`config.mk`:
```
export PLATFORM = sky130hd
export DESIGN_NAME = alse_cell
export DESIGN_NICKNAME = d
export VERILOG_FILES = /design/src/alse_pkg.sv /design/src/alse_cell.sv
export SDC_FILE = /design/constraint.sdc
export NUM_CORES = 1
export LEC_CHECK = 0
export ABC_AREA = 1
export BUFFER_PORTS_ARGS = -buffer_cell sky130_fd_sc_hd__buf_2
export CAP_MARGIN = 20
export CORE_UTILIZATION = 42
export DETAILED_ROUTE_END_ITERATION = 7
export PLACE_DENSITY_LB_ADDON = 0.05
export SETUP_SLACK_MARGIN = 0.3
export SYNTH_ARGS = -nofsm -noshare
export SYNTH_HDL_FRONTEND = slang
export SYNTH_SLANG_ARGS = --single-unit
```
`constraint.sdc`:
```
create_clock -name i_clk -period 3.73 [get_ports i_clk]
set_clock_uncertainty 0.1 [all_clocks]
set_input_delay 0.1865 -clock i_clk [delete_from_list [all_inputs] [get_ports i_clk]]
set_output_delay 0.1865 -clock i_clk [all_outputs]
set_load 0.02 [all_outputs]
```
`src/alse_pkg.sv`:
```
// Shared types and codes for the array list shift engine.
`default_nettype none

package alse_pkg;

    // Command codes carried in the func field.
    localparam logic [2:0] FN_APPEND       = 3'd0;
    localparam logic [2:0] FN_PREPEND      = 3'd1;
    localparam logic [2:0] FN_REMOVE_BACK  = 3'd2;
    localparam logic [2:0] FN_REMOVE_FRONT = 3'd3;
    localparam logic [2:0] FN_DELETE_AT    = 3'd4;
    localparam logic [2:0] FN_DELETE_VAL   = 3'd5;
    localparam logic [2:0] FN_READ_AT      = 3'd6;
    localparam logic [2:0] FN_READ_BACK    = 3'd7;

    // Status codes returned with every result.
    localparam logic [2:0] ST_OK       = 3'd0;
    localparam logic [2:0] ST_EMPTY    = 3'd1;
    localparam logic [2:0] ST_FULL     = 3'd2;
    localparam logic [2:0] ST_ZERO     = 3'd3;
    localparam logic [2:0] ST_RANGE    = 3'd4;
    localparam logic [2:0] ST_NOTFOUND = 3'd5;

    // Stream payload widths.
    localparam int unsigned IN_TDATA_W  = 48;
    localparam int unsigned OUT_TDATA_W = 48;

    // What every cell does with its word at the commit edge.
    typedef enum logic [1:0] {
        CM_HOLD,
        CM_APPEND,
        CM_PREPEND,
        CM_REMOVE
    } t_cell_mode;

    // Control broadcast from the sequencer to the row of cells.
    typedef struct packed {
        t_cell_mode mode;
        logic       by_value;
    } t_cell_ctl;

endpackage

`default_nettype wire

```
`src/alse_cell.sv`:
```
// One list cell: holds one entry, compares it, and moves it to or from its neighbors.
`default_nettype none

module alse_cell #(
    parameter int unsigned WORD_BITS = 32,
    parameter int unsigned CW        = 9,
    parameter int unsigned IW        = 8,
    parameter int unsigned CELL_IDX  = 0
) (
    input  wire                       i_clk,
    input  wire alse_pkg::t_cell_ctl  i_ctl,
    input  wire  [IW-1:0]             i_target,
    input  wire  [CW-1:0]             i_fill,
    input  wire  [WORD_BITS-1:0]      i_value,
    input  wire  [WORD_BITS-1:0]      i_left,
    input  wire  [WORD_BITS-1:0]      i_right,
    input  wire                       i_rm,
    output logic [WORD_BITS-1:0]      o_word,
    output logic                      o_match
);
    import alse_pkg::*;

    localparam logic [CW-1:0] MY_POS = CW'(CELL_IDX);
    localparam logic [IW-1:0] MY_IDX = IW'(CELL_IDX);

    logic [WORD_BITS-1:0] r_word;
    logic [WORD_BITS-1:0] n_word;
    logic                 r_match;
    logic                 n_match;

    // Local hit: either the addressed slot or a live slot holding the value.
    always_comb begin
        if (i_ctl.by_value) begin
            n_match = (r_word == i_value) && (MY_POS < i_fill);
        end else begin
            n_match = (MY_IDX == i_target);
        end
    end

    // Next entry: hold, take the pushed word, or take a neighbor's word.
    always_comb begin
        n_word = r_word;
        case (i_ctl.mode)
            CM_APPEND: begin
                if (MY_POS == i_fill) begin
                    n_word = i_value;
                end
            end
            CM_PREPEND: begin
                n_word = i_left;
            end
            CM_REMOVE: begin
                if (i_rm) begin
                    n_word = i_right;
                end
            end
            default: begin
                n_word = r_word;
            end
        endcase
    end

    // Entry storage has no reset; it is undefined until written.
    always_ff @(posedge i_clk) begin
        r_word  <= n_word;
        r_match <= n_match;
    end

    assign o_word  = r_word;
    assign o_match = r_match;

endmodule

`default_nettype wire

```
# --- After elaboration in Yosys (flattened, before gate mapping) ---
# Cells that the tools add are included.
op_classes:
  n_shift: 0
  magnitude_cmp: 1
  div_mod_pow: 0
  reduce_logical: 5
  n_eq_ne: 6
  bitwise_logic: 0
  mul: 0
  mux: 4
  add_sub_neg: 0
ops:
  columns: ["op", "n"]
  rows:
  - ["case mux 32 bit (3 select lines)", 1]
  - ["2-to-1 mux 32 bit", 2]
  - ["== test 32 bit", 1]
  - ["logical NOT 9 bit", 1]
  - ["< comparator 1 x 9 -> 1 bit, first input constant", 1]
  - ["logical NOT 8 bit", 1]
  - ["== test 2 bit, second input constant", 2]
  - ["!= test 2 bit, second input constant", 2]
  - ["AND reduction 3 bit", 1]
  - ["nonzero test 3 bit", 1]
  - ["== test 2 x 1 -> 1 bit, second input constant", 1]
  - ["logical AND 1 bit", 1]
  - ["2-to-1 mux 1 bit", 1]
totals:
  rom_bits: 0
  regBits: 33
  inputBits: 118
  latchBits: 0
  out_inout_bits: 33
  n_memories: 0
  ramBits: 0

# --- Depth between registers and ports, before layout ---
logic_depth:
  word_depth: 3
  ltp_mapped: 10

# --- Least setup slack after synthesis ---
# No wires, ideal clock.
synth_path:
  kind: "input to register"
  start: "input i_fill[0]"
  end: "register r_word[0] (netlist: o_word[0]) (enable)"
  required_time_ns: 3.198
  arrival_time_ns: 2.193
  setup_time_ns: 0.432
  path_slack_ns: 1.005
  path_stages: 4
  cell_sequence: "or2_1 -> nor2_1 -> nand3_1 -> a21oi_1"
synth_between:
  elab_chain_len: 3
synth_rtl:
  columns: ["item", "line", "source"]
  rows:
  - ["start, declared", "alse_cell.sv:13", "input wire [CW-1:0] i_fill,"]
  - ["logical NOT 9 bit", "alse_cell.sv:45", "if (MY_POS == i_fill) begin"]
  - ["!= test 2 bit (no line)", null, null]
  - ["AND reduction 3 bit (no line)", null, null]
  - ["end signal, assigned", "alse_cell.sv:65", "r_word <= n_word;"]
  - ["end, declared", "alse_cell.sv:26", "logic [WORD_BITS-1:0] r_word;"]
# No other way between the ends.
# A chain may end at the register's enable or synchronous reset.

# --- Worst setup path in the final report ---
layout_path:
  start: "input i_ctl[2] in the netlist's numbering"
  end: "register r_word[25] (netlist: o_word[25]), data pin"
layout_between:
  elab_chain_len: 2
  word_cells_on_any_way: 4
  cone_classes: "eq/ne: 3; mux: 1"
layout_rtl:
  columns: ["item", "line", "source"]
  rows:
  - ["start, declared", "alse_cell.sv:11", "input wire alse_pkg::t_cell_ctl i_ctl,"]
  - ["== test 2 bit or == test 2 x 1 -> 1 bit (tied branches)", "alse_cell.sv:43", "case (i_ctl.mode)"]
  - ["case mux 32 bit (3 select lines) *", "alse_cell.sv:43", null]
  - ["via n_word[25]", "alse_cell.sv:27", "logic [WORD_BITS-1:0] n_word;"]
# Mark *: on every way through the listed nets, which the timed path passes. The rest lies on a longest branch.

==> results.md <==
* Top post-synthesis cells by count: nand2_1 (137), inv_1 (45), edfxtp_1 (32), o211ai_1 (22), nor2_1 (19)
* Global Route Usage Sum at 21.75%
* Max Fclk at 580.0 MHz
* Core Footprint at 5107 µm²
* Netlist cell types at 19
* Biggest area consumer among synthesized cells: edfxtp_1
* Post-synth EDFFs at 32
* Worst Path Required at 3.75 ns
* Asr flop ratio synth at 0%
* Area of the multi-input gates at 1011 µm²
* Post-CTS Setup Bufs at 0
* WL final at 6.105 mm
* Worst Setup End Kind: flip-flop
* Place WS at 1.457 ns
* Post-route setup TNS at 0 ns
* Worst path cell trace: buf_2 -> inv_2 -> nor2_4 -> nand2_1 -> o211ai_1
* Total power at 1.030 mW
* Routed len/inst at 11.56 µm
* First-pass GRT wire length at 8.921 mm
* Area contributors post-synth: edfxtp_1 (43%), nand2_1 (23%), inv_1 (7.6%)
* CP Class: in2reg
* Slew HR at 50.84%
* P&R area growth vs syn at 40.62%
* Share of the synthesized area in the top cell type at 43.39%
* Mapped cell area at 2215 µm²
* Layout cells sized above 1 at 34.93%
* Pwr dens at 330.8 nW/µm²
* Initial drt markers at 101
* Cell row count at 26
* Cts bufs inserted at 5
* CP peak stage delay at 0.62 ns
* Synth Area per Inst at 7.190 µm²
* Least-Margin Pin Slew at 0.7357 ns
* Fin. max-slew vios at 0
* LEAKAGE at 1.622 nW
* Count leader, synth: nand2_1
* Synthesized Nets at 426
* Number of synthesized register bits at 33
* Final net count at 575
* Routed vias at 2445
* Number of remaining DRC errors at 0
* Ant. Diodes at 0
* Die height at 74.62 µm
* Slowest-stage cell, CP: nor2_4
* Max Cap Viol at 0
* Reg area at 980.9 µm²
* RePlAce Congestion at 0.7210
* Vias in the first global route at 2087
* Final hold violations at 0
* Initial antenna violation count at 0
* Seq/Total Area, Yosys at 44.29%
* Via-to-Cell Ratio at 4.631
* Post-cts resize count at 0
* Latest clock arrival within the worst-skew pair at 0.28 ns
* Initial Utilization at 43.36%
* DIE AREA at 5567 µm²
* Die span in x at 74.62 µm
* Synthesized instance count at 308
* Crit path launch type: input pin
* PnR worst setup slack at 2.006 ns
* Root buf cell: clkbuf_8
* Clk buf depth at 2
* Pin count of the biggest net entering global routing at 33
* Tcrit/Tclk final at 46.22%
* Ys flop type: edfxtp_1
* Grt total ovfl at 0
* TritonRoute pass-1 iters at 4
* Fill count at 524
* Dpl hpwl at 4.708 mm
* Final ANT Viol Nets at 0
* Run status: completed
* CTS tree: built
* Final min period at 1.724 ns
* I/O pin count at 151
* Hold Buf Count CTS at 0
* Worst VDD drop at 0.1905 mV
* Final setup violating endpoints at 0
* Port buffer count at 150
* CTS H-Tree Depth at 2
* Crit-path max FO at 32
* Hold Path Class: in2reg
* Clock Sinks at 33
* Synth warnings at 0
* Clock transition at path regs at 0.07 ns
* Unrepaired setup endpoints after global routing: no
* Crit path DAT at 1.74 ns
==> sequential cells by signal, indices dropped and copies added, names as in the netlist <==
name and count:
o_word 32, o_match 1
==> cells by family (layout without fill, tap and decap cells) <==
group	count (synthesis)	in the layout	share of synthesized area, %
AND/OR/NAND/NOR	179	179	32.09
buffers and inverters	56	206	10.56
flip-flops	33	33	44.29
AO/OA/AOI/OAI	31	31	9.491
XOR/XNOR	9	9	3.560
==> metal layers <==
metal / GRT usage, % / up-vias / share of wire, % / wire [µm]
met5: 0 / - / 0 / 0
met4: 6.080 / 0 / 0.64 / 39
met3: 6.158 / 4 / 8.0 / 490
met2: 36.84 / 104 / 48 / 2903
met1: 27.29 / 1061 / 44 / 2672
li1: - / 1276 / - / -
==> cell usage in the layout, fill, tap and decap left out, drive strengths merged <==
master / instances
nor3: 1
clkbuf: 8
nor2: 20
o21ai: 8
nor4: 2
or2: 1
xor2: 1
dfxtp: 1
edfxtp: 32
o211ai: 22
inv: 47
a21oi: 1
buf: 151
nand3: 18
xnor2: 8
nand2: 137
==> final cells by class <==
class	count	area share, %
sequential	33	31.50
inverter	47	5.665
multi-input combinational	219	32.46
tap	70	2.812
timing repair buffer	151	24.99
clock buffer	8	2.571
==> power by group <==
part | internal, mW | leakage, nW | switching [mW]
clock network | 0.132 | 0.0395 | 0.124
registers | 0.455 | 0.315 | 0.0256
logic | 0.123 | 1.27 | 0.169
==> through the flow <==
step | hold slack (ns) | cells | instance area (µm²) | util (%)
after CTS | 0.06907 | 527 | 3087 | 60.44
after detailed placement | 0.3669 | 519 | 3007 | 58.87
final | 0.07247 | 528 | 3114 | 60.98
after floorplan | 0.2537 | 308 | 2215 | -
after global placement | 0.3631 | 519 | 3007 | 58.87
after global routing | 0.07691 | 528 | 3114 | 60.98
==> critical path, delay by kind of cell <==
family / cells / cell delay (ns)
buf+inv: 2 / 0.66
compound gates: 1 / 0.12
simple gates: 2 / 0.76
==> worst paths after layout <==
path,startpoint,to,slack (ns),cells past startpoint
min reg2reg,o_word[20],o_match,0.62,5
min,i_left[22],o_word[22],0.07,3
max reg2reg,o_word[23],o_match,2.47,7
max,i_ctl[2],o_word[25],2.01,5
Power figures use the tool's default switching activity.
